File: config.mk
export PLATFORM = sky130hd
export DESIGN_NAME = npc_back
export DESIGN_NICKNAME = d
export VERILOG_FILES = /design/src/rtl/npc_pkg.sv /design/src/rtl/npc_back.sv
export SDC_FILE = /design/constraint.sdc
export NUM_CORES = 1
export LEC_CHECK = 0
export BUFFER_PORTS_ARGS = -buffer_cell sky130_fd_sc_hd__buf_2
export CAP_MARGIN = 10
export CORE_MARGIN = 10
export CORE_UTILIZATION = 54
export DETAILED_ROUTE_END_ITERATION = 6
export PLACE_DENSITY = 0.91
export SLEW_MARGIN = 20
export SYNTH_ARGS = -nofsm -noshare
export SYNTH_HDL_FRONTEND = slang
export SYNTH_SLANG_ARGS = --single-unit
File: constraint.sdc
create_clock -name clk -period 7.4 [get_ports clk]
set_input_delay 1.48 -clock clk [delete_from_list [all_inputs] [get_ports clk]]
set_output_delay 1.48 -clock clk [all_outputs]
set_load 0.01 [all_outputs]
File: src/rtl/npc_pkg.sv
package npc_pkg;

    localparam int PIX_W            = 16;
    localparam int DEF_MAX_COLS     = 128;
    localparam int DEF_MAX_ROWS     = 1024;
    localparam int DEF_QUEUE_DEPTH  = 4;
    localparam int ROWS_CFG_W       = 11;
    localparam int COLS_CFG_W       = 8;
    localparam int CFG_DATA_W       = 11;
    localparam int CFG_INDEX_W      = 2;
    localparam int NUM_SLOTS        = 3;

    typedef enum logic [CFG_INDEX_W-1:0] {
        REG_FRAME_ROWS = 2'd0,
        REG_FRAME_COLS = 2'd1
    } cfg_reg_t;

    typedef enum logic [1:0] {
        SLOT_ABOVE = 2'd0,
        SLOT_LEFT  = 2'd1,
        SLOT_FINAL = 2'd2
    } slot_t;

    typedef struct packed {
        logic [NUM_SLOTS-1:0]            valid;
        logic [NUM_SLOTS-1:0][PIX_W-1:0] pix;
    } bundle_t;

endpackage

File: src/rtl/npc_back.sv
module npc_back (
    input  logic                      clk,
    input  logic                      rst_n,
    input  logic                      pop_valid,
    output logic                      pop_ready,
    input  npc_pkg::bundle_t          pop_data,
    output logic                      out_valid,
    input  logic                      out_ready,
    output logic [npc_pkg::PIX_W-1:0] pixel_out,
    output logic                      frame_end
);

    localparam int NS = npc_pkg::NUM_SLOTS;
    localparam int PW = npc_pkg::PIX_W;

    logic [NS-1:0]          mask_reg, mask_next;
    logic [NS-1:0][PW-1:0]  vals_reg, vals_next;
    logic                   out_valid_reg, out_valid_next;
    logic [PW-1:0]          pixel_reg, pixel_next;
    logic                   end_reg, end_next;
    logic [NS-1:0]          remaining;
    npc_pkg::slot_t         sel;
    logic                   out_free;
    logic                   emit;
    logic                   take;

    always_comb
    begin
        sel = npc_pkg::SLOT_FINAL;
        if (mask_reg[npc_pkg::SLOT_ABOVE])
            sel = npc_pkg::SLOT_ABOVE;
        else if (mask_reg[npc_pkg::SLOT_LEFT])
            sel = npc_pkg::SLOT_LEFT;

        out_free  = !out_valid_reg || out_ready;
        emit      = out_free && (mask_reg != '0);
        remaining = mask_reg;
        if (emit)
            remaining[sel] = 1'b0;
        take      = pop_valid && (remaining == '0);

        mask_next = take ? pop_data.valid : remaining;
        vals_next = take ? pop_data.pix : vals_reg;

        out_valid_next = out_valid_reg;
        pixel_next     = pixel_reg;
        end_next       = end_reg;
        if (emit)
        begin
            out_valid_next = 1'b1;
            pixel_next     = vals_reg[sel];
            end_next       = sel == npc_pkg::SLOT_FINAL;
        end
        else if (out_ready)
        begin
            out_valid_next = 1'b0;
        end
    end

    assign pop_ready = remaining == '0;
    assign out_valid = out_valid_reg;
    assign pixel_out = pixel_reg;
    assign frame_end = end_reg;

    always_ff @(posedge clk or negedge rst_n)
    begin
        if (!rst_n)
        begin
            mask_reg      <= '0;
            out_valid_reg <= 1'b0;
        end
        else
        begin
            mask_reg      <= mask_next;
            out_valid_reg <= out_valid_next;
        end
    end

    always_ff @(posedge clk)
    begin
        vals_reg  <= vals_next;
        pixel_reg <= pixel_next;
        end_reg   <= end_next;
    end

`ifndef NO_ASSERTIONS
    a_emit_from_work: assert property (@(posedge clk) disable iff (!rst_n)
        $rose(out_valid_reg) |-> $past(mask_reg != '0))
        else $error("result presented with no pending work");
`endif

endmodule
== Yosys cells after proc, flatten, opt, wreduce, memory -nomap -nowiden ==
Cells that the tools add are included.
Word-level totals
  flip-flop bits (word level): 69
  input port bits: 55
  word-level logic and storage cells: 30
Operators by class
  eq/ne operators: 1
  $lt $le $gt $ge: 2
  bitwise operators: 2
  muxes and demuxes: 10
  reduce and logical (&&, ||, !) cells: 8
Operators by type and width (number)
  16-bit binary-select mux with 2-bit select: 1
  16-bit two-way mux: 1
  3-bit two-way mux: 2
  2-bit two-way mux: 2
  3-bit bitwise AND: 1
  1-bit logical AND: 3
  3-bit logical NOT: 1
  2-bit by 3-bit < comparator with 1-bit output (second input constant): 1
  1-bit two-way mux: 3
  3-bit inverter: 1
  3-bit nonzero test: 1
  1-bit demux with 2-bit select: 1
  2-bit equality test (second input constant): 1
  2-bit by 1-bit >= comparator with 1-bit output (second input constant): 1
  2-bit nonzero test: 1
  1-bit logical NOT: 1
  1-bit logical OR: 1

== Longest topological paths before layout ==
Gate-level depths: netlist of run 1.
  word-level depth: 12
  mapped depth: 4
  depth with buffers taken out: 3

== Worst setup path after synthesis of run 1 ==
OpenSTA, ideal clock, no wires.
  path type: in2out
  from: in out_ready
  to: out pop_ready
  data arrival time: 1.995 ns
  cell stages on the path: 3
  path slack: 3.925 ns
  path buffers: 0
  cells stage by stage: nor2b_4 a211oi_1 or2_2
Between the ends
  word-level cells in the longest chain between the ends: 4
Ends and longest elaborated chain
  from (decl): line npc_back.sv:8  | input logic out_ready,
  1-bit logical OR: line npc_back.sv:35  | out_free = !out_valid_reg || out_ready;
  1-bit logical AND: line npc_back.sv:36  | emit = out_free && (mask_reg != '0);
  3-bit two-way mux: line npc_back.sv:38  | if (emit)
  3-bit logical NOT: line npc_back.sv:60  | assign pop_ready = remaining == '0;
  to (decl): line npc_back.sv:5  | output logic pop_ready,
Every way passes these cells.

== Worst setup path in the final report of run 1 ==
Same ends and word-level chain as after synthesis.

==> results.py, run 1 <==
metrics = {
    "status": {
        "status": "finished, final reports clean",
    },
    "sta": {
        "setup_viol": 0,
        "rsz0062_at_grt": "no",
        "worst_clock_skew_ns": 0.00543,
        "max_freq_ghz": 0.261,
        "period_minus_slack_ns": 3.83,
        "slew_headroom_pct": 28.0,
        "finalCritPeriodShare_pct": 51.8,
        "worst_pin_slew_ns": 1.08,
        "worst_slack_ns": 3.57,
        "hold_viol": 0,
        "setup_tns_ns": 0,
        "slew_viol_final": 0,
    },
    "critical_path": {
        "arrival_ns": 2.35,
        "crit_required_ns": 5.92,
        "start_kind": "input pin",
        "critPathMaxFanout": 6,
        "critical_path_class": "in -> out",
        "worst_setup_path_end_kind": "primary output",
    },
    "layout": {
        "layout_commonest_cell": "buf_2",
        "multi_input_area_um2": 455,
        "seq_area_um2": 2050,
        "final_cell_mix": "buf_2, edfxtp_1, nand2_1, o21ai_0, mux2i_1",
        "largest_reg_flops": 48,
        "nets": 281,
        "num-fill-cells": 306,
        "drive_gt1_share_pct": 38.1,
        "n_antenna_cell": 0,
        "layout-area-overhead-vs-synth_pct": 21.5,
    },
    "die": {
        "die_w_um": 88.8,
        "die-area_um2": 7880,
        "die_h_um": 88.8,
        "io_pins": 74,
        "start_util_pct": 57.0,
        "rows": 24,
        "core_um2": 4470,
    },
    "placed_design": {
        "post-place-ws_ns": 3.58,
        "place_congestion": 0.894,
        "dp_hpwl_um": 3430,
        "numPortBuffers": 73,
    },
    "cts": {
        "postCtsSetupBuffers": 0,
        "cts-root-buf": "clkbuf_8",
        "htree_num_levels": 3,
        "numCtsBuffers": 9,
        "clock-sinks": 69,
        "clk_pin_slew_ns": 0.06,
        "insertion_delay_ns": 0.33,
        "cts_tree": "built",
        "hold_buffers": 0,
        "cts.path.max_buffers": 2,
        "cts_resized": 0,
    },
    "synth": {
        "synth_top_area_share_pct": 76.5,
        "synthArstFlopShare_pct": 5.80,
        "ys_seq_area_share_pct": 80.4,
        "synth_cells": 148,
        "yosys.area.top_type": "edfxtp_1",
        "ys.warnings.count": 0,
        "synth-edff-count": 65,
        "syn_area_um2": 2550,
        "synth_ff_type": "edfxtp_1",
        "syn-num-nets": 203,
        "synth.area.top_cells": "edfxtp_1, mux2i_1, dfrtp_1",
        "synth.avg_cell_area_um2": 17.2,
        "yosys.cell_types.count": 24,
        "ys_ff_latch": 69,
    },
    "detailed_routing": {
        "routed_wl_um": 4830,
        "drtIter0Drc": 109,
        "remaining_drc_errors": 0,
        "firstDrtPassIters": 4,
        "via_per_inst": 5.20,
        "route.vias.total": 1473,
        "ant_nets": 0,
        "post_drt_wl_per_cell_um": 17.1,
    },
    "job": {
        "cap_violations": 0,
    },
    "global_routing": {
        "grt_max_degree": 49,
        "grt_pass1_vias": 1511,
        "grt_antenna_before_repair": 0,
        "grt_usage_pct": 13.0,
        "grt-ovfl-total": 0,
        "grt_first_pass_wirelength_um": 7310,
    },
    "power": {
        "p_leak_nw": 1.21,
        "p_per_area_nw_per_um2": 399,
        "vdd_drop_max_mv": 0.300,
    },
    "min_path": {
        "hold_path_class": "reg -> reg",
    },
}
-- cells in the mapped netlist (2+ instances only) --
master / n
buf_2: 3
o21ai_0: 19
a211oi_1: 2
buf_6: 2
mux2i_1: 16
a31o_1: 2
edfxtp_1: 65
dfrtp_1: 4
nor2_1: 2
nand2_1: 19
-- final timing paths --
check	cells past startpoint	from	end	slack, ns
max in group asynchronous	1	rst_n	mask_reg[0]$_DFF_PN0_	6.31
min reg2reg	2	vals_reg[0]$_DFFE_PP_	pixel_out[0]$_DFFE_PN_	0.52
max reg2reg	2	mask_reg[1]$_DFF_PN0_	vals_reg[13]$_DFFE_PP_	5.12
min in group asynchronous	1	rst_n	mask_reg[1]$_DFF_PN0_	0.95
min	2	vals_reg[0]$_DFFE_PP_	pixel_out[0]$_DFFE_PN_	0.52
max	5	out_ready	pop_ready	3.57
-- logic make-up after synthesis --
family	count (synthesis)	synth area share, %
muxes	16	6.27
buffers and inverters	8	2.06
DFF	69	80.4
and+or+nand+nor	27	4.90
AOI/OAI and AO/OA	28	6.37
-- through the flow --
step                power [mW]  utilization [%]  hold slack [ns]  cell area [um^2]  instances
floorplan                0.892                -            0.496              2550        148
global placement         0.986             65.8            0.503              2940        267
detailed placement        1.01             65.8            0.507              2940        267
CTS                       1.25             69.2            0.524              3090        283
global route              1.32             69.3            0.570              3100        283
finish                    1.24             69.3            0.523              3100        283
-- worst max-delay path, cell delays in order --
cell and delay [ns]:
buf_2 0.12, nor2b_4 0.16, a211oi_1 0.11, or2_2 0.33, buf_2 0.14
-- area by class of cell --
| cell class | instances | area share, % |
|---|---|---|
| Sequential cell | 69 | 66.2 |
| Multi-Input combinational cell | 71 | 14.7 |
| Clock buffer | 13 | 4.48 |
| Inverter | 1 | 0.121 |
| Tap cell | 52 | 2.10 |
| Clock inverter | 3 | 0.403 |
| Timing Repair Buffer | 74 | 12.0 |
-- report_power, final --
part	switching (mW)	internal [mW]
Sequential	0.0853	0.609
Clock	0.122	0.119
Combinational	0.175	0.127
Total	0.382	0.855
-- metal layers --
metal	part of all wire [%]	up-vias	wire, um	GRT usage (%)
met2	53	69	2570	21.9
met3	6.6	12	318	5.33
met1	37	678	1790	13.3
li1	-	714	-	-
met5	0	-	0	0
met4	2.9	0	140	7.93
Power figures use the tool's default switching activity.
==> run 2: changes to the inputs <==
--- a/config.mk
+++ b/config.mk
@@ -8,9 +8,9 @@
 export BUFFER_PORTS_ARGS = -buffer_cell sky130_fd_sc_hd__buf_2
 export CAP_MARGIN = 10
 export CORE_MARGIN = 10
-export CORE_UTILIZATION = 54
+export CORE_UTILIZATION = 51
 export DETAILED_ROUTE_END_ITERATION = 6
-export PLACE_DENSITY = 0.91
+export PLACE_DENSITY = 0.87
 export SLEW_MARGIN = 20
 export SYNTH_ARGS = -nofsm -noshare
 export SYNTH_HDL_FRONTEND = slang
==> constraint.sdc (replaced) <==
create_clock -name clk -period 3.6 [get_ports clk]
set_input_delay 0.72 -clock clk [delete_from_list [all_inputs] [get_ports clk]]
set_output_delay 0.72 -clock clk [all_outputs]
set_load 0.01 [all_outputs]
==> results.py, run 2 (synthesis gave the netlist of run 1 again) <==
metrics = {
    "status": {
        "status": "finished, final reports clean",
    },
    "die": {
        "start_util_pct": 53.3,
        "io_pins": 74,
        "die_h_um": 90.7,
        "die_w_um": 90.7,
        "core_um2": 4790,
        "die-area_um2": 8230,
        "rows": 25,
    },
    "cts": {
        "cts-root-buf": "clkbuf_8",
        "htree_num_levels": 3,
        "cts.path.max_buffers": 2,
        "clock-sinks": 69,
        "cts_resized": 0,
        "insertion_delay_ns": 0.34,
        "postCtsSetupBuffers": 0,
        "clk_pin_slew_ns": 0.07,
        "hold_buffers": 0,
        "cts_tree": "built",
        "numCtsBuffers": 9,
    },
    "global_routing": {
        "grt_first_pass_wirelength_um": 8140,
        "grt_usage_pct": 12.8,
        "grt_antenna_before_repair": 0,
        "grt_pass1_vias": 1656,
        "grt-ovfl-total": 0,
        "grt_max_degree": 40,
    },
    "layout": {
        "nets": 285,
        "drive_gt1_share_pct": 40.0,
        "num-fill-cells": 319,
        "layout_commonest_cell": "buf_2",
        "final_cell_mix": "buf_2, edfxtp_1, nand2_1, o21ai_0, mux2i_1",
        "n_antenna_cell": 0,
        "final_util_pct": 66.3,
        "layout-area-overhead-vs-synth_pct": 24.4,
        "fin_area_um2": 3170,
        "largest_reg_flops": 48,
    },
    "detailed_routing": {
        "via_per_inst": 5.04,
        "drtIter0Drc": 105,
        "route.vias.total": 1522,
        "routed_wl_um": 5010,
        "post_drt_wl_per_cell_um": 16.6,
        "ant_nets": 0,
        "remaining_drc_errors": 0,
        "firstDrtPassIters": 4,
    },
    "sta": {
        "setup_viol": 0,
        "slew_headroom_pct": 57.4,
        "worst_clock_skew_ns": 0.0111,
        "max_freq_ghz": 0.434,
        "slew_viol_final": 0,
        "setup_tns_ns": 0,
        "worst_pin_slew_ns": 0.636,
        "finalCritPeriodShare_pct": 63.9,
        "period_minus_slack_ns": 2.30,
        "hold_viol": 0,
        "rsz0062_at_grt": "no",
    },
    "placed_design": {
        "place_congestion": 0.806,
        "numPortBuffers": 73,
        "placed_area_um2": 2990,
        "dp_hpwl_um": 3510,
    },
    "min_path": {
        "hold_path_class": "in -> async",
    },
    "critical_path": {
        "arrival_ns": 1.58,
        "crit_slowest_cell": "buf_4",
        "critical_path_class": "reg -> out",
        "r2r_slack_ns": 1.71,
        "start_kind": "flip-flop",
        "crit_chain": "buf_4 -> a211oi_1 -> or2_2 -> buf_2",
        "critPathMaxFanout": 39,
        "worst_setup_path_end_kind": "primary output",
        "crit_required_ns": 2.88,
        "critPathMaxStageDelay_ns": 0.33,
        "r2r-end": "pixel_out[6]$_DFFE_PN_",
        "rr_startpoint": "mask_reg[1]$_DFF_PN0_",
        "rr_worst_depth": 4,
    },
    "job": {
        "cap_violations": 0,
    },
    "power": {
        "vdd_drop_max_mv": 0.386,
        "p_per_area_nw_per_um2": 836,
        "p_leak_nw": 1.25,
    },
}
[run 2: changes by cell type in the layout (fill, tap and decap cells not counted)]
cell        delta
buf_4          +4
clkinvlp_4     +1
o21a_4         -1
dfrtp_2        -1
clkbuf_1       -2
clkinv_2       +1
o21a_2         +1
dfrtp_1        +1
bufinv_16      +1
clkinv_1       -1
[run 2: critical path, delay by kind of cell, from the launching register on]
family	cells	cell delay (ns)
AO/OA/AOI/OAI	1	0.15
buffers and inverters	2	0.47
flip-flops	1	0.32
AND/OR/NAND/NOR	1	0.30
[run 2: stage by stage]
stage	worst slack [ns]	std cells	total power [mW]	hold WS (ns)
floorplan	1.03	148	1.83	0.424
global placement	1.37	286	2.06	0.499
detailed placement	1.34	286	2.09	0.510
CTS	1.29	302	2.68	0.165
global route	1.20	302	2.81	0.169
finish	1.30	302	2.65	0.178
[run 2: report_power, final]
part / internal [mW] / switching [mW] / leakage (nW) / total (mW)
sequential: 1.25 / 0.0785 / 0.665 / 1.33
clock: 0.316 / 0.270 / 0.0907 / 0.585
combinational: 0.277 / 0.464 / 0.491 / 0.741
total: 1.84 / 0.812 / 1.25 / 2.65
[run 2: layer usage]
layer  track usage, %  vias up  wire length, um
li1                 -      723                -
met3             4.90       15              271
met2             22.4       57             2720
met4             7.03        0              174
met5                0        -                0
met1             12.8      727             1840
[run 2: worst max path at each step]
stage,start,endpoint,slack (ns),depth (start not counted)
after global placement,out_ready,pop_ready,1.37,5
after global routing,mask_reg[0]$_DFF_PN0_,pop_ready,1.20,4
final,mask_reg[0]$_DFF_PN0_,pop_ready,1.30,4
after CTS,mask_reg[0]$_DFF_PN0_,pop_ready,1.29,4
after detailed placement,out_ready,pop_ready,1.34,5
after floorplan,out_ready,vals_reg[0]$_DFFE_PP_,1.03,3
[run 2: layout make-up]
| cell class | count | area [um^2] | area share (%) |
|---|---|---|---|
| clock buffer | 11 | 131 | 4.14 |
| clock inverter | 5 | 51.3 | 1.62 |
| inverter | 1 | 3.75 | 0.118 |
| multi-input combinational | 71 | 449 | 14.2 |
| sequential | 69 | 2050 | 64.6 |
| tap | 67 | 83.8 | 2.64 |
| timing repair buffer | 78 | 403 | 12.7 |
==> run 3: changes to the inputs <==
--- a/config.mk
+++ b/config.mk
@@ -5,12 +5,13 @@
 export SDC_FILE = /design/constraint.sdc
 export NUM_CORES = 1
 export LEC_CHECK = 0
+export ABC_AREA = 1
 export BUFFER_PORTS_ARGS = -buffer_cell sky130_fd_sc_hd__buf_2
 export CAP_MARGIN = 10
 export CORE_MARGIN = 10
-export CORE_UTILIZATION = 51
+export CORE_UTILIZATION = 45
 export DETAILED_ROUTE_END_ITERATION = 6
-export PLACE_DENSITY = 0.87
+export PLACE_DENSITY = 0.82
 export SLEW_MARGIN = 20
 export SYNTH_ARGS = -nofsm -noshare
 export SYNTH_HDL_FRONTEND = slang
==> constraint.sdc (replaced) <==
create_clock -name clk -period 2.1 [get_ports clk]
set_input_delay 0.42 -clock clk [delete_from_list [all_inputs] [get_ports clk]]
set_output_delay 0.42 -clock clk [all_outputs]
set_load 0.01 [all_outputs]
==> results.py, run 3 <==
metrics = {
    "synth": {
        "syn_area_um2": 2480,
        "ys_ff_latch": 69,
        "yosysMostFrequentCell": "edfxtp_1",
        "synth_top_area_share_pct": 78.8,
        "synth.area.top_cells": "edfxtp_1, nand2_1, dfrtp_1",
        "ys.warnings.count": 0,
        "yosys.cell_types.count": 14,
        "synth.avg_cell_area_um2": 15.2,
        "yosys-top-cells-count": "edfxtp_1, nand2_1, nand3_1",
        "syn-num-nets": 218,
        "ys_seq_area_share_pct": 82.9,
        "synthArstFlopShare_pct": 5.80,
        "synth-edff-count": 65,
        "yosys.area.top_type": "edfxtp_1",
        "synth_ff_type": "edfxtp_1",
        "synth_cells": 163,
    },
    "placed_design": {
        "place_inst": 306,
        "place_congestion": 0.726,
        "placed_area_um2": 2940,
        "numPortBuffers": 73,
        "dp_hpwl_um": 3330,
    },
    "sta": {
        "period_minus_slack_ns": 1.80,
        "finalCritPeriodShare_pct": 85.7,
        "slew_headroom_pct": 70.6,
        "worst_pin_slew_ns": 0.441,
        "rsz0062_at_grt": "no",
        "fin_hold_ws_ns": 0.256,
        "max_freq_ghz": 0.556,
        "slew_viol_final": 0,
        "setup_tns_ns": 0,
        "worst_clock_skew_ns": 0.00909,
        "setup_viol": 0,
        "hold_viol": 0,
    },
    "die": {
        "io_pins": 74,
        "die-area_um2": 8870,
        "core_um2": 5240,
        "die_w_um": 94.2,
        "start_util_pct": 47.3,
        "rows": 26,
        "die_h_um": 94.2,
    },
    "global_routing": {
        "grt_pass1_vias": 1565,
        "grt_max_degree": 49,
        "grt_usage_pct": 11.8,
        "grt_first_pass_wirelength_um": 7720,
        "grt-ovfl-total": 0,
        "grt_antenna_before_repair": 1,
    },
    "power": {
        "p_total_mw": 4.45,
        "power_frac_seq_pct": 51.6,
        "pwr-share-clk_pct": 18.8,
        "p_sw_share_pct": 32.1,
        "power_frac_comb_pct": 29.5,
        "internal-power_mw": 3.02,
        "p_sw_mw": 1.43,
        "p_leak_nw": 1.29,
        "p_per_area_nw_per_um2": 1430,
        "vdd_drop_max_mv": 0.615,
    },
    "min_path": {
        "hold_path_class": "in -> reg",
        "hold_path_end": "vals_reg[10]$_DFFE_PP_",
        "hold_depth": 1,
        "hp-start": "pop_data[10]",
    },
    "critical_path": {
        "critical_path_class": "reg -> out",
        "arrival_ns": 1.38,
        "crit_path_frequent_cell": "nand2_1",
        "worst_setup_path_end_kind": "primary output",
        "critPathMaxStageDelay_ns": 0.43,
        "crit_required_ns": 1.68,
        "crit_buf_inv": 1,
        "start_kind": "flip-flop",
        "rr_startpoint": "mask_reg[0]$_DFF_PN0_",
        "path_delay_family": "flip-flops",
        "rr_worst_depth": 7,
        "r2r-end": "vals_reg[19]$_DFFE_PP_",
        "crit_slowest_cell": "dfrtp_1",
        "critPathMaxFanout": 4,
        "crit_chain": "nor2_4 -> nand2_1 -> nand2_1 -> nand2_2 -> a21oi_1 -> buf_2",
        "r2r_slack_ns": 0.46,
    },
    "layout": {
        "instances_no_fill": 322,
        "layout-area-overhead-vs-synth_pct": 25.3,
        "largest_reg_flops": 48,
        "final_cell_mix": "buf_2, edfxtp_1, nand2_1",
        "fin_area_um2": 3100,
        "drive_gt1_share_pct": 37.7,
        "layout_commonest_cell": "buf_2",
        "nets": 303,
        "n_antenna_cell": 0,
    },
    "cts": {
        "clock-sinks": 69,
        "cts_resized": 0,
        "cts_tree": "built",
        "clk_pin_slew_ns": 0.07,
        "cts-root-buf": "clkbuf_8",
        "htree_num_levels": 3,
        "insertion_delay_ns": 0.33,
        "cts.path.max_buffers": 2,
        "numCtsBuffers": 9,
    },
    "status": {
        "status": "finished, final reports clean",
    },
    "detailed_routing": {
        "ant_nets": 0,
        "wl_met2_um": 2460,
        "route.vias.total": 1474,
        "via_per_inst": 4.58,
        "drtIter0Drc": 84,
        "firstDrtPassIters": 4,
        "post_drt_wl_per_cell_um": 14.8,
        "routed_wl_um": 4760,
        "drt-met1-wl_um": 1850,
        "top_layer": "met5",
        "wl_met3_um": 373,
        "remaining_drc_errors": 0,
    },
    "job": {
        "cap_violations": 0,
    },
}
==> run 3: how the worst max path moves through the flow <==
stage / startpoint / depth (start not counted) / slack [ns] / end
after floorplan: mask_reg[0]$_DFF_PN0_ / 6 / 0.16 / vals_reg[0]$_DFFE_PP_
after global placement: out_ready / 9 / 0.42 / vals_reg[13]$_DFFE_PP_
after detailed placement: out_ready / 9 / 0.37 / vals_reg[8]$_DFFE_PP_
after CTS: mask_reg[0]$_DFF_PN0_ / 6 / 0.28 / pop_ready
after global routing: mask_reg[0]$_DFF_PN0_ / 6 / 0.19 / pop_ready
final: mask_reg[0]$_DFF_PN0_ / 6 / 0.30 / pop_ready
==> run 3: area by class of cell <==
cell class                 count  area, um^2
sequential                    69        2050
clock buffer                  11         131
fill                         416        2140
clock inverter                 4        16.3
tap                           70        87.6
inverter                       6        23.8
timing repair buffer          78         418
multi-input combinational     84         373
==> run 3: repair_timing <==
action                     in CTS  in global routing
setup endpoints to repair       0                  0
setup buffers                   0                  0
hold endpoints to repair        4                  0
hold buffers                    1                  0
==> run 3: kinds of logic (layout without fill, tap and decap cells) <==
group,Yosys count,in the layout,synth area share [%]
AND/OR/NAND/NOR,83,83,14.8
flip-flops,69,69,82.9
buffers and inverters,10,99,2.12
AO/OA/AOI/OAI,1,1,0.202
==> run 3: power groups by stage <==
| stage | clock network, mW | logic (mW) | registers (mW) |
|---|---|---|---|
| finish | 0.837 | 1.31 | 2.30 |
| global placement | 0 | 1.29 | 2.32 |
| global route | 0.945 | 1.50 | 2.34 |
| detailed placement | 0 | 1.35 | 2.33 |
| floorplan | 0 | 0.705 | 2.43 |
| CTS | 0.862 | 1.35 | 2.30 |
==> run 3: per-layer routing <==
layer  vias to the layer above  global-route usage, %
met3                         8                   6.16
li1                        744                      -
met2                        52                   18.5
met5                         -                      0
met4                         2                   5.70
met1                       668                   12.8
==> run 3: per-stage QoR <==
stage	utilization, %	setup WS (ns)
final	59.2	0.301
after global routing	59.2	0.191
after global placement	56.2	0.416
after detailed placement	56.2	0.366
after CTS	59.2	0.281
after floorplan	-	0.159
