**src/rtl/npc_pkg.sv**
```systemverilog
package npc_pkg;

    localparam int PIX_W            = 16;
    localparam int DEF_MAX_COLS     = 128;
    localparam int DEF_MAX_ROWS     = 1024;
    localparam int DEF_QUEUE_DEPTH  = 4;
    localparam int ROWS_CFG_W       = 11;
    localparam int COLS_CFG_W       = 8;
    localparam int CFG_DATA_W       = 11;
    localparam int CFG_INDEX_W      = 2;
    localparam int NUM_SLOTS        = 3;

    typedef enum logic [CFG_INDEX_W-1:0] {
        REG_FRAME_ROWS = 2'd0,
        REG_FRAME_COLS = 2'd1
    } cfg_reg_t;

    typedef enum logic [1:0] {
        SLOT_ABOVE = 2'd0,
        SLOT_LEFT  = 2'd1,
        SLOT_FINAL = 2'd2
    } slot_t;

    typedef struct packed {
        logic [NUM_SLOTS-1:0]            valid;
        logic [NUM_SLOTS-1:0][PIX_W-1:0] pix;
    } bundle_t;

endpackage

```
**src/rtl/npc_queue.sv**
```systemverilog
module npc_queue #(
    parameter int DEPTH = npc_pkg::DEF_QUEUE_DEPTH
) (
    input  logic             clk,
    input  logic             rst_n,
    input  logic             push_valid,
    output logic             push_ready,
    input  npc_pkg::bundle_t push_data,
    output logic             pop_valid,
    input  logic             pop_ready,
    output npc_pkg::bundle_t pop_data
);

    localparam int PTR_W = (DEPTH > 1) ? $clog2(DEPTH) : 1;
    localparam int CNT_W = $clog2(DEPTH + 1);

    npc_pkg::bundle_t entries_reg [DEPTH];
    logic [PTR_W-1:0] wptr_reg, wptr_next;
    logic [PTR_W-1:0] rptr_reg, rptr_next;
    logic [CNT_W-1:0] count_reg, count_next;
    logic             do_push;
    logic             do_pop;

    assign push_ready = count_reg != CNT_W'(DEPTH);
    assign pop_valid  = count_reg != '0;
    assign pop_data   = entries_reg[rptr_reg];
    assign do_push    = push_valid && push_ready;
    assign do_pop     = pop_valid && pop_ready;

    always_comb
    begin
        wptr_next  = wptr_reg;
        rptr_next  = rptr_reg;
        count_next = count_reg;
        if (do_push)
            wptr_next = (32'(wptr_reg) == DEPTH - 1) ? '0 : wptr_reg + PTR_W'(1);
        if (do_pop)
            rptr_next = (32'(rptr_reg) == DEPTH - 1) ? '0 : rptr_reg + PTR_W'(1);
        if (do_push && !do_pop)
            count_next = count_reg + CNT_W'(1);
        else if (do_pop && !do_push)
            count_next = count_reg - CNT_W'(1);
    end

    always_ff @(posedge clk or negedge rst_n)
    begin
        if (!rst_n)
        begin
            wptr_reg  <= '0;
            rptr_reg  <= '0;
            count_reg <= '0;
        end
        else
        begin
            wptr_reg  <= wptr_next;
            rptr_reg  <= rptr_next;
            count_reg <= count_next;
        end
    end

    always_ff @(posedge clk)
    begin
        if (do_push)
        begin
            entries_reg[wptr_reg] <= push_data;
        end
    end

`ifndef NO_ASSERTIONS
    a_count_bound: assert property (@(posedge clk) disable iff (!rst_n)
        count_reg <= CNT_W'(DEPTH))
        else $error("queue occupancy beyond depth");
`endif

endmodule

```
**config.mk**
```make
export PLATFORM = sky130hd
export DESIGN_NAME = npc_queue
export DESIGN_NICKNAME = d
export VERILOG_FILES = /design/src/rtl/npc_pkg.sv /design/src/rtl/npc_queue.sv
export SDC_FILE = /design/constraint.sdc
export NUM_CORES = 1
export LEC_CHECK = 0
export ABC_AREA = 0
export BUFFER_PORTS_ARGS = -buffer_cell sky130_fd_sc_hd__clkbuf_2
export CORE_ASPECT_RATIO = 0.7
export CORE_UTILIZATION = 57
export DETAILED_ROUTE_END_ITERATION = 16
export PLACE_DENSITY = 0.79
export SYNTH_ARGS = -nofsm -noshare
export SYNTH_HDL_FRONTEND = slang
export SYNTH_SLANG_ARGS = --single-unit
```
**constraint.sdc**
```tcl
create_clock -name clk -period 2.8 [get_ports clk]
set_input_delay 0.56 -clock clk [delete_from_list [all_inputs] [get_ports clk]]
set_output_delay 0.56 -clock clk [all_outputs]
set_load 0.03 [all_outputs]
```
Yosys cells after proc, flatten, opt, wreduce, memory -nomap -nowiden
Memory sizes are Yosys's and may differ from the RTL's.
Cells that the tools add are included.

storage, ports and cells
  register bits after elaboration = 7
  RAM bits = 204
  logic and storage cells = 25
  memories = 1

memories
  name         words  bits a word  read ports  clocked after memory_dff  write ports  line             RTL
  entries_reg  4      51           1           0                         1            npc_queue.sv:17  npc_pkg::bundle_t entries_reg [DEPTH];

cells by class
  add/sub/neg operators = 4
  eq/ne operators = 3
  multiplexer cells = 6
  reductions and logical operators = 8

operators by type and width
  kind                                                                count
  3-bit two-way mux                                                   2
  2-bit by 1-bit adder with 2-bit output, second input constant       2
  2-bit equality test, second input constant                          2
  1-bit logical AND                                                   4
  2-bit two-way mux                                                   2
  3-bit by 1-bit adder with 3-bit output, second input constant       1
  3-bit != test, second input constant                                1
  3-bit nonzero test                                                  1
  3-bit by 1-bit subtractor with 3-bit output, second input constant  1
  1-bit zero test                                                     2
  1-bit two-way mux                                                   2
  2-bit nonzero test                                                  1

Longest topological paths before layout
Gate-level depths: netlist (run 1).

  word-level depth = 6
  gate-level depth with buffers = 8

Worst setup path after synthesis (run 1)
OpenSTA, ideal clock, no wires.

  path type = flip-flop to flip-flop
  from = register count_reg[1]
  to = register count_reg[2]
  setup time = 79 ps
  arrival = 2141 ps
  path slack = 580 ps
  stages on the path, launching flop included = 9
  path buffers = 0
  cell sequence = dfrtp_1 -> or3_2 -> nand2_1 -> ha_1 -> inv_1 -> fa_1 -> xor2_1 -> nor2_1 -> xor2_1

on the way
  longest elaborated chain between the ends = 5
  elaborated cells on any way between the ends = 13
  those cells by class = add/sub (2); eq/ne (1); mux (2); reduce/logical (8)

RTL lines
  item                                                            line             RTL
  from (decl)                                                     npc_queue.sv:20  logic [CNT_W-1:0] count_reg, count_next;
  from (signal assigned)                                          npc_queue.sv:57  count_reg <= count_next;
  3-bit nonzero test (*)                                          npc_queue.sv:25  assign pop_valid = count_reg != '0;
  via pop_valid                                                   npc_queue.sv:9   output logic pop_valid,
  1-bit logical AND (*)                                           npc_queue.sv:28  assign do_pop = pop_valid && pop_ready;
  1-bit zero test                                                 npc_queue.sv:39  if (do_push && !do_pop)
  1-bit logical AND                                               npc_queue.sv:39
  3-bit two-way mux / 2-bit nonzero test (equally long branches)  --

Mark *: on every way through the listed nets, which the timed path passes. The rest lies on a longest branch. The select of a mux whose other input is x is not followed.
A chain may end at the register's enable or synchronous reset.

==> results of run 1 <==
==> area by class of cell <==
cell class,count,area share (%)
repair buffers,125,7.600
multi-input cells,77,15.15
inverters,3,0.1213
well taps,185,2.493
clock inverters,10,0.7950
flip-flops and latches,211,67.92
clock buffers,25,5.929
==> worst max-delay path, stage by stage (launching register included) <==
cell,delay (ns)
sky130_fd_sc_hd__dfrtp_4,0.56
sky130_fd_sc_hd__buf_12,0.23
sky130_fd_sc_hd__mux4_2,0.55
sky130_fd_sc_hd__clkbuf_2,0.21
==> cell usage in the layout (no fill, tap or decap) <==
| cell | count |
|---|---|
| sky130_fd_sc_hd__xor2_1 | 2 |
| sky130_fd_sc_hd__clkinv_1 | 3 |
| sky130_fd_sc_hd__dfrtp_2 | 1 |
| sky130_fd_sc_hd__clkbuf_1 | 3 |
| sky130_fd_sc_hd__or3b_4 | 1 |
| sky130_fd_sc_hd__mux4_2 | 51 |
| sky130_fd_sc_hd__or3_2 | 1 |
| sky130_fd_sc_hd__xnor2_1 | 1 |
| sky130_fd_sc_hd__bufinv_16 | 1 |
| sky130_fd_sc_hd__edfxtp_1 | 204 |
| sky130_fd_sc_hd__mux2_4 | 2 |
| sky130_fd_sc_hd__dfrtp_1 | 5 |
| sky130_fd_sc_hd__clkinv_2 | 5 |
| sky130_fd_sc_hd__inv_1 | 3 |
| sky130_fd_sc_hd__mux2_2 | 3 |
| sky130_fd_sc_hd__fa_1 | 1 |
| sky130_fd_sc_hd__clkbuf_8 | 1 |
| sky130_fd_sc_hd__buf_16 | 1 |
| sky130_fd_sc_hd__clkinvlp_4 | 1 |
| sky130_fd_sc_hd__and2_4 | 1 |
| sky130_fd_sc_hd__dlygate4sd3_1 | 1 |
| sky130_fd_sc_hd__and3_2 | 4 |
| sky130_fd_sc_hd__dfrtp_4 | 1 |
| sky130_fd_sc_hd__ha_1 | 6 |
| sky130_fd_sc_hd__clkbuf_16 | 21 |
| sky130_fd_sc_hd__nor2_1 | 3 |
| sky130_fd_sc_hd__nand2_1 | 1 |
| sky130_fd_sc_hd__buf_4 | 15 |
| sky130_fd_sc_hd__buf_12 | 1 |
| sky130_fd_sc_hd__clkbuf_2 | 107 |
==> synth_stat cells <==
master / n / area (um2)
sky130_fd_sc_hd__and2_4: 1 / 8.760
sky130_fd_sc_hd__and3_2: 4 / 30.03
sky130_fd_sc_hd__buf_2: 3 / 15.01
sky130_fd_sc_hd__buf_4: 5 / 37.54
sky130_fd_sc_hd__clkbuf_1: 4 / 15.01
sky130_fd_sc_hd__dfrtp_1: 7 / 175.2
sky130_fd_sc_hd__edfxtp_1: 204 / 6126
sky130_fd_sc_hd__fa_1: 1 / 20.02
sky130_fd_sc_hd__ha_1: 6 / 75.07
sky130_fd_sc_hd__inv_1: 3 / 11.26
sky130_fd_sc_hd__mux2_2: 3 / 33.78
sky130_fd_sc_hd__mux2_4: 2 / 30.03
sky130_fd_sc_hd__mux4_2: 51 / 1149
sky130_fd_sc_hd__nand2_1: 1 / 3.750
sky130_fd_sc_hd__nor2_1: 3 / 11.26
sky130_fd_sc_hd__or3_2: 1 / 7.510
sky130_fd_sc_hd__or3b_4: 1 / 11.26
sky130_fd_sc_hd__xnor2_1: 1 / 8.760
sky130_fd_sc_hd__xor2_1: 2 / 17.52
==> stage by stage <==
| stage | setup slack [ns] | instance area [um2] |
|---|---|---|
| 2_1_floorplan | 0.5803 | 7786 |
| 3_3_place_gp | 0.4272 | 8571 |
| 3_5_place_dp | 0.4135 | 8571 |
| 4_1_cts | 0.04998 | 9233 |
| 5_1_grt | 0.1275 | 9285 |
| 6_report | 0.2008 | 9285 |
==> metal layers <==
| metal | part of all wire [%] | wire length, um |
|---|---|---|
| met1 | 42 | 5578 |
| met2 | 49 | 6469 |
| met3 | 7.0 | 919 |
| met4 | 1.3 | 165 |
| met5 | 0.099 | 13 |
==> final timing paths <==
kind                                                end  cells past startpoint                      from
min in group asynchronous      count_reg[0]$_DFFE_PN0P_                      2                     rst_n
max in group asynchronous       rptr_reg[0]$_DFFE_PN0P_                      2                     rst_n
max                                        pop_data[27]                      3   rptr_reg[0]$_DFFE_PN0P_
min reg2reg                    count_reg[2]$_DFFE_PN0P_                      1  count_reg[2]$_DFFE_PN0P_
max reg2reg                    count_reg[2]$_DFFE_PN0P_                      8  count_reg[0]$_DFFE_PN0P_
min                        entries_reg[2][45]$_DFFE_PP_                      1             push_data[45]
==> kinds of logic (layout without fill, tap and decap cells) <==
| group | Yosys count | after routing |
|---|---|---|
| flip-flops | 211 | 211 |
| multiplexers | 56 | 56 |
| buffers and inverters | 15 | 163 |
| AND/OR/NAND/NOR | 11 | 11 |
| adder cells (fa/ha/maj) | 7 | 7 |
| XOR/XNOR | 3 | 3 |
==> power by group <==
part,internal (uW),switching [uW],total [uW]
clock network,1480,1050,2540
logic,1440,2300,3750
registers,4190,208,4400
==> timing repair <==
action | in CTS | in global routing
hold endpoints to repair | 7 | 0
endpoints found under the setup margin | 28 | 1
setup buffers | 1 | 7
hold buffers | 1 | 0
gates resized for setup | 0 | 0
==> PnR_summary.wiki, run 1 <==
{| class="wikitable"
! Metric !! Value
|-
| DRC marker count from the first detailed-route iteration || 170
|-
| Cell Count Post-Placement || just under 600
|-
| Overall die width || ~140 um
|-
| Worst Setup Path Type || reg -> out
|-
| Crit start category || flop
|-
| Global-route wire length before repair || just over 20,000 um
|-
| Portion of netlist area occupied by mux cells || ~16%
|-
| Global router's overall resource usage || roughly a fifth
|-
| Initial antenna violation count || 1
|-
| Sum Neg Setup Slack || 0 ns
|-
| Share of the yosys chip area belonging to registers || between 80 and 90%
|-
| Synth cell types || 19
|-
| Area fraction in compound gates after synthesis || 0%
|-
| Root Driver || sky130_fd_sc_hd__clkbuf_16
|-
| Worst hold margin || just under 0.3 ns
|-
| Final critical-path share of the clock period || approximately 93%
|-
| Clock Sinks || 211
|-
| Layout fillers || slightly above 800
|-
| Number of buffers created by CTS || 20
|-
| Number of detailed-routing iterations run before antenna repair || 4
|-
| Maximum level of the CTS H-tree || 1
|-
| Nets || 500
|-
| Max rail drop VDD || about 0.00073 V
|-
| Sequential Area || about 6300 um2
|-
| GRT Residual Overflow || 0
|-
| Crit path time final || 2.599 ns
|-
| Max reg flops || approximately 200
|-
| Transition time of the tightest slew-check pin || roughly 0.77 ns
|-
| Overall power || between 10,000 and 15,000 uW
|-
| Max transition margin || roughly half
|-
| Setup slack of the most critical reg-to-reg path || between 0.5 and 0.6 ns
|-
| Total number of vias || 3,516
|-
| FP Rows || 35
|-
| Fraction of final layout cells with drive strength greater than 1 || around half
|-
| Critical-path maximum fanout || 19
|-
| Routability Congestion || ~0.72
|-
| Synthesized Nets || about 370
|-
| Post-synthesis share of cell area spent on and, or, nand and nor gates || 0.9320%
|-
| Num ports || 108
|-
| HPWL after DPL || 7435 um
|-
| Footprint of the multi-input gates || ~1400 um2
|-
| Final number of max-transition violations || 0
|-
| Via count normalized by instance count || between 5 and 6
|-
| Detailed-route DRC error count || 0
|-
| Netlist area before placement || slightly below 8000 um2
|-
| TritonCTS clock tree || yes
|-
| Syn avg cell area || 25.70 um2
|-
| Register bit count reported by yosys || between 200 and 250
|-
| Detail Route Antenna Nets || 0
|-
| Starting Density || approximately 59%
|-
| CP required || ~2.2 ns
|-
| Port Buf Inserts || around 110
|-
| Setup skew after layout || 0.008054 ns
|-
| Arrival time reported for the critical path endpoint || a little over 2 ns
|-
| Dominant combinational cell family by area after synthesis || multiplexers
|-
| Number of endpoints failing setup at the final stage || 0
|-
| DR WL/cell || a little over 20 um
|-
| Post-Route Utilization || 70.21%
|-
| Clock-pin slew on the worst setup and hold paths || about 0.060 ns
|-
| Die area || 14,140 um2
|-
| Area added between synthesis and finish || 19.25%
|-
| Upper clock frequency limit || about 0.38 GHz
|-
| Number of antenna cells inserted || 0
|-
| Xor and xnor fraction of the mapped netlist area || less than 1%
|-
| Number of global-route vias before repair || approximately 3,600
|-
| Latest clock arrival within the worst-skew pair || between 0.4 and 0.5 ns
|-
| Yosys warning total || 0
|-
| Setup repair after global routing missed its margin || false
|-
| Met3 layer usage reported by global route || approximately 6%
|-
| Gate count after technology mapping || roughly 300
|-
| Category of the worst setup path capture point || output port
|-
| Outcome || finished, final reports clean
|-
| Global-route met1 utilization || approximately 27%
|-
| Most heavily used metal layer in global routing || met2
|-
| P per Cell Area || between 1000 and 1500 nW/um2
|-
| Max Cap Viol || 0
|-
| Largest net degree at the start of global routing || 52
|-
| Final Non-Filler Cells || around 640
|-
| Maximum count of clock buffers along a single path || 3
|-
| Fraction of met2 tracks used by global routing || 31.79%
|-
| Routed wire length || approximately 13,000 um
|-
| Total count of hold-check failures in the final report || 0
|-
| Area of the core || around 13,000 um2
|-
| Worst min-delay path class || in -> reg
|-
| Leakage power || 0.003267 uW
|-
| Adder and majority gate portion of the synthesized area || between 1 and 1.5%
|-
| Die Height || around 100 um
|}
Note: power is estimated with default switching activity, not from simulation.
==> inputs of run 2 (changes only) <==
Settings changed: CORE_UTILIZATION 57 to 61, PLACE_DENSITY 0.79 to unset, PLACE_DENSITY_LB_ADDON set to 0.05.
Clock period 2.8 ns to 3.2 ns, I/O delays scaled along.
==> run 2 against run 1 <==
Effect of this change:
- combinational power down 15%
- critical path depth unchanged
- utilization up 3.9 points
- wire length down 1.9%
- design area down 0.80%
- sequential share of layout area up 0.54 points
- global-route usage up 0.59 points
- die area down 6.4%
- largest power group unchanged
==> PnR_summary.wiki, run 2 (same netlist as run 1, synthesis figures left out) <==
{| class="wikitable"
! Metric !! Value
|-
| Outcome || finished, final reports clean
|-
| DRC marker count from the first detailed-route iteration || approximately 120
|-
| Crit path time final || roughly 2.8 ns
|-
| Most used cells in the layout excluding fill and tap cells || sky130_fd_sc_hd__edfxtp_1, sky130_fd_sc_hd__clkbuf_2, sky130_fd_sc_hd__mux4_2
|-
| Num ports || roughly 110
|-
| Max reg flops || between 200 and 250
|-
| Die area || 13,230 um2
|-
| Setup repair after global routing missed its margin || false
|-
| Total number of vias || roughly 3,400
|-
| Global router's overall resource usage || 20.10%
|-
| Clock Sinks || ~210
|-
| Critical-path maximum fanout || 19
|-
| Number of endpoints failing setup at the final stage || 0
|-
| Clock-pin slew on the worst setup and hold paths || about 0.07 ns
|-
| Maximum level of the CTS H-tree || 1
|-
| Area added between synthesis and finish || 18.30%
|-
| Number of buffers created by CTS || 20
|-
| Detailed-route DRC error count || 0
|-
| Max Cap Viol || 0
|-
| Net switching share of the total power || roughly 33%
|-
| Leakage power || 0.003219 uW
|-
| Final number of max-transition violations || 0
|-
| Transition time of the tightest slew-check pin || 0.6577 ns
|-
| HPWL after DPL || approximately 7800 um
|-
| Starting Density || 62.68%
|-
| Upper clock frequency limit || 0.3514 GHz
|-
| Number of global-route vias before repair || around 3,500
|-
| Number of detailed-routing iterations run before antenna repair || 4
|-
| Worst Setup Path Type || reg -> out
|-
| Fraction of met2 tracks used by global routing || roughly 34%
|-
| Total count of hold-check failures in the final report || 0
|-
| Area of the core || 12,420 um2
|-
| Number of antenna cells inserted || 0
|-
| Proportion of power drawn by the clock network || a little under a quarter
|-
| Global-route wire length before repair || 18,980 um
|-
| Sum Neg Setup Slack || 0 ns
|-
| Routed wire length || 12,900 um
|-
| Fraction of final layout cells with drive strength greater than 1 || between 40% and 50%
|-
| Detail Route Antenna Nets || 0
|-
| Proportion of power drawn by combinational gates || around a third
|-
| Overall die width || between 100 and 150 um
|-
| Finished Cell Area || 9211 um2
|-
| CTS resizes || 0
|-
| Via count normalized by instance count || between 5 and 6
|-
| Int Power || a little over 6000 uW
|-
| CP required || roughly 2.6 ns
|-
| Final critical-path share of the clock period || 88.92%
|-
| P per Cell Area || 1000 nW/um2
|-
| Global-route met1 utilization || 26.49%
|-
| Nets || ~500
|-
| Setup skew after layout || between 0.01 and 0.015 ns
|-
| GRT Residual Overflow || 0
|-
| Die Height || between 90 and 100 um
|-
| Post-CTS setup repair buffer count || 0
|-
| Root Driver || sky130_fd_sc_hd__clkbuf_16
|-
| Crit start category || flop
|-
| Routability Congestion || around 0.66
|-
| Maximum count of clock buffers along a single path || 3
|-
| Initial antenna violation count || 0
|-
| Met3 layer usage reported by global route || under 10%
|-
| Max transition margin || 56.15%
|-
| Max rail drop VDD || around 0.00053 V
|-
| DR WL/cell || roughly 21 um
|-
| Cell area after placement || 8612 um2
|-
| Arrival time reported for the critical path endpoint || between 2 and 2.5 ns
|-
| Layout fillers || approximately 700
|-
| Worst min-delay path class || in -> reg
|-
| Port Buf Inserts || 107
|-
| Sequential Power Share || a little over two fifths
|-
| Latest clock arrival within the worst-skew pair || 0.48 ns
|-
| Largest net degree at the start of global routing || between 50 and 60
|-
| TritonCTS clock tree || yes
|-
| Most common library cell in the layout ignoring fill and taps || sky130_fd_sc_hd__edfxtp_1
|-
| Switching power summed over all nets || between 3000 and 4000 uW
|-
| Most heavily used metal layer in global routing || met2
|-
| FP Rows || 34
|-
| Category of the worst setup path capture point || output port
|}
run 2: repair_timing:
item / 4_1_cts / 5_1_grt
hold buffers: 1 / 0
hold endpoints to repair: 7 / 0
endpoints found under the setup margin: 0 / 0
run 2: worst max-delay path, cell delays in order (launching register included):
cell and delay (ns):
sky130_fd_sc_hd__dfrtp_4 0.70, sky130_fd_sc_hd__buf_12 0.25, sky130_fd_sc_hd__mux4_2 0.55, sky130_fd_sc_hd__clkbuf_2 0.20
run 2: final cells by class:
| cell class | count | area, um2 | area share (%) |
|---|---|---|---|
| well taps | 162 | 202.7 | 2.200 |
| repair buffers | 118 | 695.7 | 7.552 |
| multi-input cells | 77 | 1406 | 15.27 |
| clock buffers | 26 | 544.3 | 5.909 |
| flip-flops and latches | 211 | 6306 | 68.46 |
| inverters | 3 | 11.26 | 0.1222 |
| clock inverters | 4 | 45.04 | 0.4890 |
run 2: final timing paths:
kind	start	endpoint	slack, ns	cells after the start
worst max-delay path	rptr_reg[0]$_DFFE_PN0P_	pop_data[7]	0.35	3
worst min-delay path	push_data[11]	entries_reg[0][11]$_DFFE_PP_	0.38	1
worst max register to register	count_reg[1]$_DFFE_PN0P_	count_reg[2]$_DFFE_PN0P_	0.93	8
worst min register to register	count_reg[2]$_DFFE_PN0P_	count_reg[2]$_DFFE_PN0P_	0.48	1
max in group asynchronous	rst_n	rptr_reg[0]$_DFFE_PN0P_	2.47	2
min in group asynchronous	rst_n	wptr_reg[1]$_DFFE_PN0P_	0.54	2
run 2: layer usage:
layer,routed length [um],vias up
li1,-,1554
met1,5363,1762
met2,6474,93
met3,866,19
met4,196,0
met5,0,-
run 2: power groups by stage:
stage | Sequential [uW] | Clock, uW | Combinational [uW]
floorplan | 3810 | 0 | 2410
global placement | 3910 | 0 | 3200
detailed placement | 3940 | 0 | 3230
CTS | 3890 | 2200 | 3250
global route | 3930 | 2290 | 3390
finish | 3880 | 2150 | 3190
run 2: per-stage QoR:
| stage | instances | setup slack [ns] | hold WS [ns] | power, uW | util [%] |
|---|---|---|---|---|---|
| 2_1_floorplan | 303 | 0.9803 | 0.3444 | 6216 | - |
| 3_3_place_gp | 570 | 0.8308 | 0.4657 | 7110 | 69.33 |
| 3_5_place_dp | 570 | 0.8290 | 0.4709 | 7175 | 69.33 |
| 4_1_cts | 601 | 0.3099 | 0.3663 | 9342 | 74.15 |
| 5_1_grt | 601 | 0.2496 | 0.3676 | 9614 | 74.15 |
| 6_report | 601 | 0.3544 | 0.3827 | 9212 | 74.15 |
==> inputs of run 3 (changes only) <==
Settings changed: ABC_AREA 0 to 1, CORE_UTILIZATION 61 to 62.
==> run 3 against run 2 <==
Effect of this change:
- final cell count increased by 61%
- largest cell class unchanged
- non-clock buffer count increased by 1
- critical path type unchanged
- largest power group is now combinational cells
- via count increased by 47%
- worst hold slack got worse by 0.017 ns
- highest routed layer unchanged
- die area increased by 12%
==> PnR_summary.wiki, run 3 <==
{| class="wikitable"
! Metric !! Value
|-
| Outcome || finished, final reports clean
|-
| Layout fillers || 885
|-
| Via count normalized by instance count || 5.233
|-
| Setup skew after layout || 0.003699 ns
|-
| Root Driver || sky130_fd_sc_hd__clkbuf_16
|-
| Top cell type's share of synthesized area || between 60% and 70%
|-
| Finished Cell Area || 10,160 um2
|-
| Synthesized Nets || 716
|-
| Setup repair after global routing missed its margin || false
|-
| DR WL/cell || 16.45 um
|-
| Area added between synthesis and finish || 14.93%
|-
| TritonCTS clock tree || yes
|-
| Yosys warning total || 0
|-
| Number of global-route vias before repair || 4,950
|-
| P per Cell Area || slightly below 1000 nW/um2
|-
| Nets || ~820
|-
| Number of buffers created by CTS || 20
|-
| Starting Density || between 60 and 70%
|-
| Area of the core || around 14,000 um2
|-
| Worst Setup Path Type || reg -> out
|-
| Top cells by area, synth || sky130_fd_sc_hd__edfxtp_1, sky130_fd_sc_hd__o211ai_2, sky130_fd_sc_hd__nand2_1, sky130_fd_sc_hd__inv_1, sky130_fd_sc_hd__o211ai_1
|-
| Maximum level of the CTS H-tree || 1
|-
| Leakage power || 0.004126 uW
|-
| Upper clock frequency limit || ~0.37 GHz
|-
| Commonest register cell after synthesis || sky130_fd_sc_hd__edfxtp_1
|-
| Maximum count of clock buffers along a single path || 3
|-
| Die area || 14,750 um2
|-
| Worst min-delay path class || in -> reg
|-
| Critical-path maximum fanout || 34
|-
| CP required || between 2 and 3 ns
|-
| Num ports || about 110
|-
| Global-route wire length before repair || ~25,000 um
|-
| Most used cells in the layout excluding fill and tap cells || sky130_fd_sc_hd__edfxtp_1, sky130_fd_sc_hd__nand2_1, sky130_fd_sc_hd__inv_1
|-
| Max rail drop VDD || 0.0005186 V
|-
| FFs w/ async S/R, synth || under 10%
|-
| Number of detailed-routing iterations run before antenna repair || 5
|-
| Cell Count Post-Placement || 928
|-
| Arrival time reported for the critical path endpoint || 2.08 ns
|-
| Detail Route Antenna Nets || 0
|-
| Fraction of final layout cells with drive strength greater than 1 || a little over a quarter
|-
| Sum Neg Setup Slack || 0 ns
|-
| Total number of vias || roughly 5,100
|-
| Initial antenna violation count || 0
|-
| Register bit count reported by yosys || about 210
|-
| GRT Residual Overflow || 0
|-
| Routability Congestion || roughly 0.76
|-
| Overall die width || roughly 140 um
|-
| Final Non-Filler Cells || 965
|-
| Clock-pin slew on the worst setup and hold paths || 0.06 ns
|-
| Transition time of the tightest slew-check pin || 0.4957 ns
|-
| Max transition margin || around two thirds
|-
| HPWL after DPL || between 9000 and 10,000 um
|-
| DRC marker count from the first detailed-route iteration || about 230
|-
| Die Height || 101.9 um
|-
| Latest clock arrival within the worst-skew pair || around 0.48 ns
|-
| Clock Sinks || approximately 210
|-
| Post-synth EDFFs || about 200
|-
| Largest net degree at the start of global routing || 84
|-
| Number of antenna cells inserted || 0
|-
| Area leader, netlist || sky130_fd_sc_hd__edfxtp_1
|-
| Gate count after technology mapping || 654
|-
| Port Buf Inserts || roughly 110
|-
| Netlist area before placement || about 8800 um2
|-
| Max reg flops || about 200
|-
| Global router's overall resource usage || between 20 and 25%
|-
| FP Rows || 36
|-
| Routed wire length || between 15,000 and 20,000 um
|-
| Final critical-path share of the clock period || a little over four fifths
|-
| Synth cell types || 18
|-
| Share of the yosys chip area belonging to registers || about 70%
|-
| List of most frequent post-synthesis cells || sky130_fd_sc_hd__edfxtp_1, sky130_fd_sc_hd__nand2_1, sky130_fd_sc_hd__inv_1
|-
| Category of the worst setup path capture point || output port
|-
| Final number of max-transition violations || 0
|-
| Number of endpoints failing setup at the final stage || 0
|-
| Max Cap Viol || 0
|-
| Post-CTS setup repair buffer count || 0
|-
| Total count of hold-check failures in the final report || 0
|-
| Syn avg cell area || ~14 um2
|-
| Cell area after placement || approximately 9500 um2
|-
| Most common library cell in the layout ignoring fill and taps || sky130_fd_sc_hd__edfxtp_1
|-
| Crit path time final || between 2 and 3 ns
|-
| Detailed-route DRC error count || 0
|-
| Library cell with the highest instance count after synthesis || sky130_fd_sc_hd__edfxtp_1
|-
| Crit start category || flop
|}
-- run 3: power by group --
group | internal [uW] | switching (uW)
Sequential | 3630 | 254
Clock | 1270 | 941
Combinational | 1160 | 2830
-- run 3: path summary, 6_finish.rpt --
check	startpoint	endpoint	slack [ns]	cells past startpoint
worst max register to register	count_reg[0]$_DFFE_PN0P_	count_reg[1]$_DFFE_PN0P_	1.05	9
worst min register to register	count_reg[2]$_DFFE_PN0P_	count_reg[2]$_DFFE_PN0P_	0.53	2
max in group asynchronous	rst_n	rptr_reg[0]$_DFFE_PN0P_	2.48	2
min in group asynchronous	rst_n	rptr_reg[0]$_DFFE_PN0P_	0.53	2
worst max-delay path	rptr_reg[0]$_DFFE_PN0P_	pop_data[39]	0.48	5
worst min-delay path	push_data[10]	entries_reg[1][10]$_DFFE_PP_	0.37	1
-- run 3: worst max-delay path, stage by stage, from the launching register on --
cell,delay (ns)
sky130_fd_sc_hd__dfrtp_4,0.64
sky130_fd_sc_hd__buf_4,0.43
sky130_fd_sc_hd__nand2_1,0.10
sky130_fd_sc_hd__o211ai_1,0.09
sky130_fd_sc_hd__nand2_1,0.10
sky130_fd_sc_hd__clkbuf_2,0.21
-- run 3: metrics by stage --
stage	util [%]	hold slack [ns]	setup WS, ns	total power [uW]
after CTS	73.02	0.3595	0.4658	10190
after floorplan	-	0.3444	-0.4382	6981
after global routing	73.02	0.3652	0.3598	10630
final	73.02	0.3659	0.4850	10090
after detailed placement	68.54	0.4982	0.9923	7977
after global placement	68.54	0.4892	1.017	7882
-- run 3: repair_timing --
action / CTS / global route
hold buffers: 1 / 0
endpoints found under the hold margin: 7 / 0
resized for setup: 0 / 0
-- run 3: cells by family (layout without fill, tap and decap cells) --
| group | Yosys count | count (layout) | share of synthesized area (%) |
|---|---|---|---|
| flops | 211 | 211 | 71.25 |
| xor+xnor | 1 | 1 | 0.09906 |
| fa+ha+maj | 7 | 7 | 1.075 |
| simple gates | 182 | 182 | 7.852 |
| buf+inv | 150 | 271 | 8.121 |
| compound gates | 103 | 103 | 11.60 |
-- run 3: cell type report --
| class | instances | area (um2) | area share (%) |
|---|---|---|---|
| clock buffers | 22 | 529.3 | 5.207 |
| clock inverters | 14 | 85.08 | 0.8371 |
| inverters | 116 | 435.4 | 4.284 |
| multi-input cells | 293 | 1854 | 18.24 |
| flip-flops and latches | 211 | 6306 | 62.05 |
| well taps | 190 | 237.7 | 2.339 |
| repair buffers | 119 | 715.7 | 7.042 |
-- run 3: routing by layer --
layer  part of all wire (%)  GRT usage [%]  vias to the layer above
li1                       -              -                     2479
met1                     44          30.51                     2429
met2                     49          36.80                      119
met3                    5.7          4.452                       23
met4                    1.5          5.992                        0
met5                      0              0                        -
